--- src/rtl/brst_pkg.sv ---
// Package for the best route selection table: route record, item token,
// opcode and status codes, and the route preference function. No dependencies.
`timescale 1ns / 1ps

package brst_pkg;

  localparam int unsigned DEF_TABLE_DEPTH = 256;

  typedef enum logic [1:0] {
    OP_CLEAR = 2'd0,
    OP_OFFER = 2'd1,
    OP_READ  = 2'd2,
    OP_NONE  = 2'd3
  } op_t;

  typedef enum logic [2:0] {
    ST_INSERTED   = 3'd0,
    ST_REPLACED   = 3'd1,
    ST_KEPT       = 3'd2,
    ST_FULL       = 3'd3,
    ST_CLEARED    = 3'd4,
    ST_READ_VALID = 3'd5,
    ST_READ_EMPTY = 3'd6
  } status_t;

  typedef struct packed {
    logic [15:0] family;
    logic [63:0] prefix;
    logic [31:0] pref;
    logic [7:0]  rtype;
    logic [7:0]  path;
    logic [31:0] metric;
    logic [31:0] domain;
    logic [31:0] server;
    logic [31:0] age;
  } route_t;

  // item walking down the cell row
  typedef struct packed {
    logic    vld;
    op_t     op;
    route_t  route;
    logic [7:0] rd_idx;
    logic    done;
    logic    ins;
    status_t status;
    logic [7:0] slot;
    route_t  res;
  } tok_t;

  // true when offered route n beats stored route o
  function automatic logic offered_wins(route_t n, route_t o, logic [31:0] ld);
    logic ext_n;
    logic ext_o;
    ext_n = (n.domain != ld);
    ext_o = (o.domain != ld);
    if (n.pref != o.pref)     return n.pref > o.pref;
    if (n.rtype != o.rtype)   return n.rtype > o.rtype;
    if (n.path != o.path)     return n.path < o.path;
    if (n.metric != o.metric) return n.metric > o.metric;
    if (ext_n != ext_o)       return ext_n;
    if (n.age != o.age)       return n.age < o.age;
    if (n.server != o.server) return n.server > o.server;
    return 1'b0;
  endfunction

endpackage

--- src/rtl/brst_cell.sv ---
// One table slot: holds a stored route and serves the item passing through.
// Depends on brst_pkg.
`timescale 1ns / 1ps

module brst_cell #(
  parameter int unsigned TABLE_DEPTH = brst_pkg::DEF_TABLE_DEPTH,
  parameter int unsigned IDX         = 0,
  localparam int unsigned CNT_W      = $clog2(TABLE_DEPTH + 1)
) (
  input  logic             clk,
  input  logic             rst_n,
  input  logic [CNT_W-1:0] total,
  input  logic [31:0]      local_domain,
  input  brst_pkg::tok_t   tok_in,
  output brst_pkg::tok_t   tok_out
);

  brst_pkg::route_t ent_r;
  brst_pkg::route_t ent_nxt;
  brst_pkg::tok_t   tok_r;
  brst_pkg::tok_t   tok_nxt;

  logic live;
  logic at_end;
  logic key_hit;
  logic rd_hit;

  assign live    = CNT_W'(IDX) < total;
  assign at_end  = CNT_W'(IDX) == total;
  assign key_hit = (ent_r.family == tok_in.route.family) &&
                   (ent_r.prefix == tok_in.route.prefix);
  assign rd_hit  = (IDX < 256) && (tok_in.rd_idx == 8'(IDX));

  always_comb begin
    tok_nxt = tok_in;
    ent_nxt = ent_r;
    if (tok_in.vld && !tok_in.done) begin
      case (tok_in.op)
        brst_pkg::OP_OFFER: begin
          if (live && key_hit) begin
            tok_nxt.done = 1'b1;
            tok_nxt.slot = 8'(IDX);
            if (brst_pkg::offered_wins(tok_in.route, ent_r, local_domain)) begin
              ent_nxt        = tok_in.route;
              tok_nxt.status = brst_pkg::ST_REPLACED;
              tok_nxt.res    = tok_in.route;
            end else begin
              tok_nxt.status = brst_pkg::ST_KEPT;
              tok_nxt.res    = ent_r;
            end
          end else if (at_end) begin
            // first free slot: append
            ent_nxt        = tok_in.route;
            tok_nxt.done   = 1'b1;
            tok_nxt.ins    = 1'b1;
            tok_nxt.slot   = 8'(IDX);
            tok_nxt.status = brst_pkg::ST_INSERTED;
            tok_nxt.res    = tok_in.route;
          end
        end
        brst_pkg::OP_READ: begin
          if (live && rd_hit) begin
            tok_nxt.done   = 1'b1;
            tok_nxt.status = brst_pkg::ST_READ_VALID;
            tok_nxt.res    = ent_r;
          end
        end
        default: begin
        end
      endcase
    end
  end

  always_ff @(posedge clk) begin
    ent_r <= ent_nxt;
    if (!rst_n) begin
      tok_r     <= '0;
    end else begin
      tok_r <= tok_nxt;
    end
  end

  assign tok_out = tok_r;

endmodule

--- config.mk ---
export PLATFORM = sky130hd
export DESIGN_NAME = brst_cell
export DESIGN_NICKNAME = d
export VERILOG_FILES = /design/src/rtl/brst_pkg.sv /design/src/rtl/brst_cell.sv
export SDC_FILE = /design/constraint.sdc
export NUM_CORES = 2
export LEC_CHECK = 0
export BUFFER_PORTS_ARGS = -buffer_cell sky130_fd_sc_hd__buf_2
export CAP_MARGIN = 20
export CORE_AREA = 2 2 434 436
export CTS_CLUSTER_DIAMETER = 40
export CTS_CLUSTER_SIZE = 14
export DETAILED_ROUTE_END_ITERATION = 16
export DIE_AREA = 0 0 436 438
export PLACE_DENSITY_LB_ADDON = 0.08
export RECOVER_POWER = 100
export SKIP_LAST_GASP = 1
export SLEW_MARGIN = 40
export SYNTH_ARGS = -nofsm -noshare
export SYNTH_HDL_FRONTEND = slang
export SYNTH_SLANG_ARGS = --single-unit
export TNS_END_PERCENT = 5
--- constraint.sdc ---
create_clock -name clk -period 21.7 [get_ports clk]
set_clock_uncertainty 0.1 [all_clocks]
set_input_delay 4.34 -clock clk [delete_from_list [all_inputs] [get_ports clk]]
set_output_delay 4.34 -clock clk [all_outputs]
set_load 0.02 [all_outputs]
Word-level counts from Yosys, hierarchy flattened
Cells that the tools add are included.

storage, ports and cells
  register bits after elaboration = 792
  word-level logic and storage cells = 155

cells by class
  order comparisons = 7
  equality and inequality tests = 13
  mux-type cells = 92
  reduce and logical (&&, ||, !) cells = 9

operator list
  cell                                                                         number
  256-bit 2-to-1 mux                                                           4
  269-bit 2-to-1 mux                                                           2
  256-bit case mux with 2 select lines                                         1
  267-bit 2-to-1 mux                                                           1
  32-bit != test                                                               6
  32-bit greater-than comparator                                               3
  1-bit 2-to-1 mux                                                             79
  64-bit == test                                                               1
  32-bit less-than comparator                                                  1
  16-bit == test                                                               1
  8-bit != test                                                                2
  9-bit zero test                                                              1
  1-bit by 9-bit less-than comparator with 1-bit output, first input constant  1
  8-bit greater-than comparator                                                1
  8-bit zero test                                                              1
  8-bit less-than comparator                                                   1
  8-bit 2-to-1 mux                                                             1
  3-bit case mux with 2 select lines                                           1
  1-bit logical AND                                                            4
  3-bit 2-to-1 mux                                                             1
  3-bit AND reduction                                                          1
  2-bit by 1-bit == test with 1-bit output, second input constant              1
  2-bit == test, second input constant                                         1
  2-bit 2-to-1 mux                                                             1
  other kinds (4)                                                              4

Longest topological paths before layout
  depth after elaboration = 59
  mapped depth = 14

Least setup slack after synthesis
OpenSTA, ideal clock, no wires.

  path type = input to register
  from = input port tok_in[503] (netlist name)
  to = register ent_r[0] (netlist name) (enable)
  library setup time = 0.877 ns
  arrival time = 16.115 ns
  slack = 4.608 ns
  stages on the path = 8
  path through = xor2_1 nor4_1 nand4_1 nor3_1 nand4_2 nand2_1 nand2_1 nor2_1

between the ends
  cells in the longest elaborated chain, start to end = 5

ends and longest elaborated chain
  item                           line             source
  start, declared                brst_cell.sv:14  input brst_pkg::tok_t tok_in,
  64-bit == test                 brst_cell.sv:31  (ent_r.prefix == tok_in.route.prefix);
  1-bit logical AND              brst_cell.sv:30  assign key_hit = (ent_r.family == tok_in.route.family) &&
  1-bit logical AND              brst_cell.sv:40  if (live && key_hit) begin
  2-bit nonzero test (no line)   -
  3-bit AND reduction (no line)  -
  end signal, assigned           brst_cell.sv:75  ent_r <= ent_nxt;
  end, declared                  brst_cell.sv:18  brst_pkg::route_t ent_r;

Every way passes these cells.
A chain may end at the register's enable or synchronous reset.

Worst setup path after layout
  from = input port tok_in[473] (netlist name)
  to = register ent_r[133] (netlist name) (enable)

The elaborated chain is that of the path after synthesis.

==> impl_metrics.xml <==
<?xml version="1.0" encoding="UTF-8"?>
<metrics>
  <group name="clocking">
    <metric name="tritoncts_clock_tree" unit="">done</metric>
    <metric name="clkSinkCount" unit="">792</metric>
    <metric name="clock_transition_time_at_the_flip_flop_clock_pins_of_the_worst_setup_and_hold_paths" unit="ns">0.04</metric>
    <metric name="h_tree_depth" unit="">4</metric>
    <metric name="numCtsBuffers" unit="">197</metric>
    <metric name="cts_buffer_depth" unit="">3</metric>
    <metric name="clock_latency" unit="ns">0.83</metric>
    <metric name="hold_buffers" unit="">0</metric>
    <metric name="post-cts-setup-buffers" unit="">0</metric>
    <metric name="post_cts_resize_count" unit="">0</metric>
    <metric name="cts_root_buf" unit="">clkbuf_16</metric>
  </group>
  <group name="critical_path">
    <metric name="critical_path_peak_fanout" unit="">57</metric>
    <metric name="end_kind" unit="">flip-flop</metric>
    <metric name="worstSetupPathType" unit="">input pin to flip-flop</metric>
    <metric name="critPathArrivalTime" unit="ns">14.25</metric>
    <metric name="setup.worst_path.start_class" unit="">input pin</metric>
    <metric name="worst-endpoint-required" unit="ns">22.02</metric>
  </group>
  <group name="synthesis">
    <metric name="synth_top_flop_cell" unit="">dfxtp_1</metric>
    <metric name="synth_async_sr_flop_share" unit="%">0</metric>
    <metric name="synth_largest_type_area_fraction" unit="%">31.2</metric>
    <metric name="netlist_area" unit="um^2">34400</metric>
    <metric name="most_area_hungry_cell_type_in_the_yosys_netlist" unit="">dfxtp_1</metric>
    <metric name="mean_syn_cell_area" unit="um^2">11.0</metric>
    <metric name="seq_area_frac_synth" unit="%">53.5</metric>
    <metric name="netlist-cell-type-count" unit="">63</metric>
    <metric name="yosys_warnings" unit="">0</metric>
    <metric name="synth_enable_flop_cells" unit="">256</metric>
    <metric name="yosys_register_bits" unit="">792</metric>
    <metric name="synth_nets" unit="">3855</metric>
    <metric name="dominant_cell_by_count_in_the_synthesized_netlist" unit="">dfxtp_1</metric>
    <metric name="synth.top_cells.by_area" unit="">dfxtp_1, edfxtp_1, o211ai_2, mux2_1, ha_1</metric>
    <metric name="synthCells" unit="">3130</metric>
    <metric name="yosys-top-cells-count" unit="">dfxtp_1, nand2_1, and2_1, inv_1, o21ai_1</metric>
  </group>
  <group name="pwr">
    <metric name="p_comb_share" unit="%">7.6</metric>
    <metric name="seqPwrFrac" unit="%">32.2</metric>
    <metric name="clkPwrFrac" unit="%">60.2</metric>
    <metric name="leakage" unit="nW">20.0</metric>
    <metric name="vdd.ir_drop.worst" unit="mV">0.0544</metric>
    <metric name="power.internal" unit="W">0.00372</metric>
    <metric name="net_switching_component_of_the_power" unit="W">0.00127</metric>
    <metric name="p_sw_share" unit="%">25.4</metric>
    <metric name="power_density" unit="nW/um^2">103</metric>
  </group>
  <group name="routing">
    <metric name="total_wirelength_of_the_detailed_routed_design" unit="um">165000</metric>
    <metric name="detail_route.wl_per_cell" unit="um">23.9</metric>
    <metric name="antenna_left" unit="">0</metric>
    <metric name="first_iter_violations" unit="">987</metric>
    <metric name="vias" unit="">27800</metric>
    <metric name="detail_route.drc_violations" unit="">0</metric>
    <metric name="drt_pass1_iterations" unit="">5</metric>
    <metric name="routed_via_density" unit="">4.03</metric>
  </group>
  <group name="die">
    <metric name="die-height" unit="um">438</metric>
    <metric name="die_w" unit="um">436</metric>
    <metric name="core-area" unit="um^2">187000</metric>
    <metric name="dieArea" unit="um^2">191000</metric>
    <metric name="ios" unit="">1115</metric>
    <metric name="initial_core_util" unit="%">18.4</metric>
    <metric name="num_rows" unit="">159</metric>
  </group>
  <group name="timing">
    <metric name="post-route-period-util" unit="%">64.2</metric>
    <metric name="hold_violation_total_from_the_final_report" unit="">0</metric>
    <metric name="fin_tns_setup" unit="ns">0</metric>
    <metric name="tightest_slew" unit="ns">3.97</metric>
    <metric name="period_minus_slack" unit="ns">13.93</metric>
    <metric name="report.final.slew_viol_count" unit="">864</metric>
    <metric name="final_critical_path_setup_slack" unit="ns">7.77</metric>
    <metric name="timing.final.setup_violations" unit="">0</metric>
    <metric name="slew-limit-headroom" unit="%">-164</metric>
    <metric name="highest_clock_rate" unit="GHz">0.0718</metric>
    <metric name="setup_repair_after_global_routing_missed_its_margin" unit="">no</metric>
  </group>
  <group name="global_route">
    <metric name="antenna_found_initial" unit="">82</metric>
    <metric name="grt_first_pass_wirelength" unit="um">228000</metric>
    <metric name="grt_start_max_net_pins" unit="">93</metric>
    <metric name="via_count_of_the_first_global_routing_pass" unit="">29000</metric>
    <metric name="grt_remaining_overflow" unit="">0</metric>
    <metric name="grt_util_all_layers" unit="%">16.8</metric>
  </group>
  <group name="outcome">
    <metric name="run_status" unit="">finished, violations left</metric>
    <metric name="failed_checks" unit="">capacitance limit, slew limit</metric>
  </group>
  <group name="place">
    <metric name="globalplace.congestion" unit="">0.806</metric>
    <metric name="io_buffer_count" unit="">1114</metric>
    <metric name="placement.setup.worst_slack" unit="ns">11.49</metric>
    <metric name="post_dp_cell_area" unit="um^2">42500</metric>
    <metric name="hpwlAfterDp" unit="um">125000</metric>
  </group>
  <group name="cells_and_area">
    <metric name="areaGrowthSynthToFinish" unit="%">40.8</metric>
    <metric name="final_layout_size_suffix_gt1_share" unit="%">24.1</metric>
    <metric name="finalNetCount" unit="">4961</metric>
    <metric name="fin_area" unit="um^2">48500</metric>
  </group>
  <group name="run">
    <metric name="total_of_max_cap_violations" unit="">16</metric>
  </group>
  <group name="hold_path">
    <metric name="hold_path_class" unit="">flip-flop to flip-flop</metric>
  </group>
</metrics>
-- cell type report --
type	instances	area, um^2
flip-flops and latches	792	18400
inverters	269	1010
repair buffers	1147	5110
clock buffers	267	5790
diodes	9	22.5
well taps	2495	3120
multi-input cells	1829	13900
clock inverters	104	1070
fillers	20300	138000
-- flip-flops by register name, summed over array words and instances, names as in the netlist --
signal   cells
ent_r      256
tok_out    536
-- final timing paths --
kind	start	end	slack, ns	cells past startpoint
setup / recovery	tok_in[473]	ent_r[133]	7.77	11
hold / removal	ent_r[2]	tok_out[2]	0.45	2
setup reg to reg	ent_r[196]	ent_r[133]	11.12	10
hold reg to reg	ent_r[2]	tok_out[2]	0.45	2
-- power groups by stage --
stage | logic, W | registers, W | clock network [W]
finish | 0.000377 | 0.00161 | 0.00300
CTS | 0.000410 | 0.00160 | 0.00309
detailed placement | 0.000409 | 0.00163 | 0
floorplan | 0.000118 | 0.00170 | 0
global placement | 0.000408 | 0.00163 | 0
global route | 0.000411 | 0.00161 | 0.00316
-- cells in the final DEF, fill, tap and decap left out, types with 6 or more instances in the layout --
cell        instances
buf_2             496
clkinv_2           30
o21ai_0           263
edfxtp_1          256
nor4_1             24
ha_1              146
bufinv_16          11
mux2i_1             6
o21ai_1            11
a21oi_1            50
clkbuf_1          660
and2_1            142
nor2_1             27
clkinv_4           19
a211oi_1            8
nand2b_1            6
clkinvlp_4         13
xor2_1             72
o211ai_1           66
o211ai_2          189
nor3_1              7
nand3_1            17
clkbuf_16         213
and2_0            134
nand4_1            56
o221ai_1            7
inv_1             269
inv_4              16
xnor2_1            72
diode_2             9
buf_4              10
mux2_1            170
clkbuf_8           26
a21o_1             11
dfxtp_1           536
nand2_1           283
-- worst max-delay path, cell delays in order --
cell and delay, ns:
clkbuf_1 0.16, xnor2_1 0.56, nand4_1 0.26, nor4_1 0.56
nand4_1 0.50, nand2_1 0.25, nand2_1 0.12, nor2_1 1.17
clkbuf_1 2.43, clkbuf_1 2.73, buf_4 0.89
-- per-layer routing --
metal | wire [um] | part of all wire, % | GRT usage, % | up-vias
li1 | - | - | - | 13100
met1 | 62400 | 38 | 17.9 | 13400
met2 | 87800 | 53 | 31.3 | 937
met3 | 10100 | 6.1 | 4.97 | 361
met4 | 4840 | 2.9 | 5.35 | 60
met5 | 362 | 0.22 | 0 | -
-- kinds of logic (layout without fill, tap and decap cells) --
| logic type | after synthesis | count (layout) | synth area share (%) |
|---|---|---|---|
| buffers and inverters | 509 | 1787 | 6.27 |
| XOR/XNOR | 144 | 144 | 3.66 |
| AND/OR/NAND/NOR | 721 | 721 | 10.8 |
| other | 0 | 9 | 0 |
| flip-flops | 792 | 792 | 53.5 |
| adder cells (fa/ha/maj) | 146 | 146 | 5.31 |
| AO/OA/AOI/OAI | 642 | 642 | 14.7 |
| multiplexers | 176 | 176 | 5.73 |
-- metrics by stage --
step / hold WS (ns) / total power (W) / utilization, % / std cells
detailed placement: 0.449 / 0.00204 / 22.8 / 6530
global route: 0.466 / 0.00518 / 26.0 / 6910
global placement: 0.441 / 0.00204 / 22.7 / 6527
finish: 0.447 / 0.00498 / 26.0 / 6912
floorplan: 0.423 / 0.00182 / - / 3130
CTS: 0.451 / 0.00510 / 26.4 / 6901
Power figures use the tool's default switching activity.
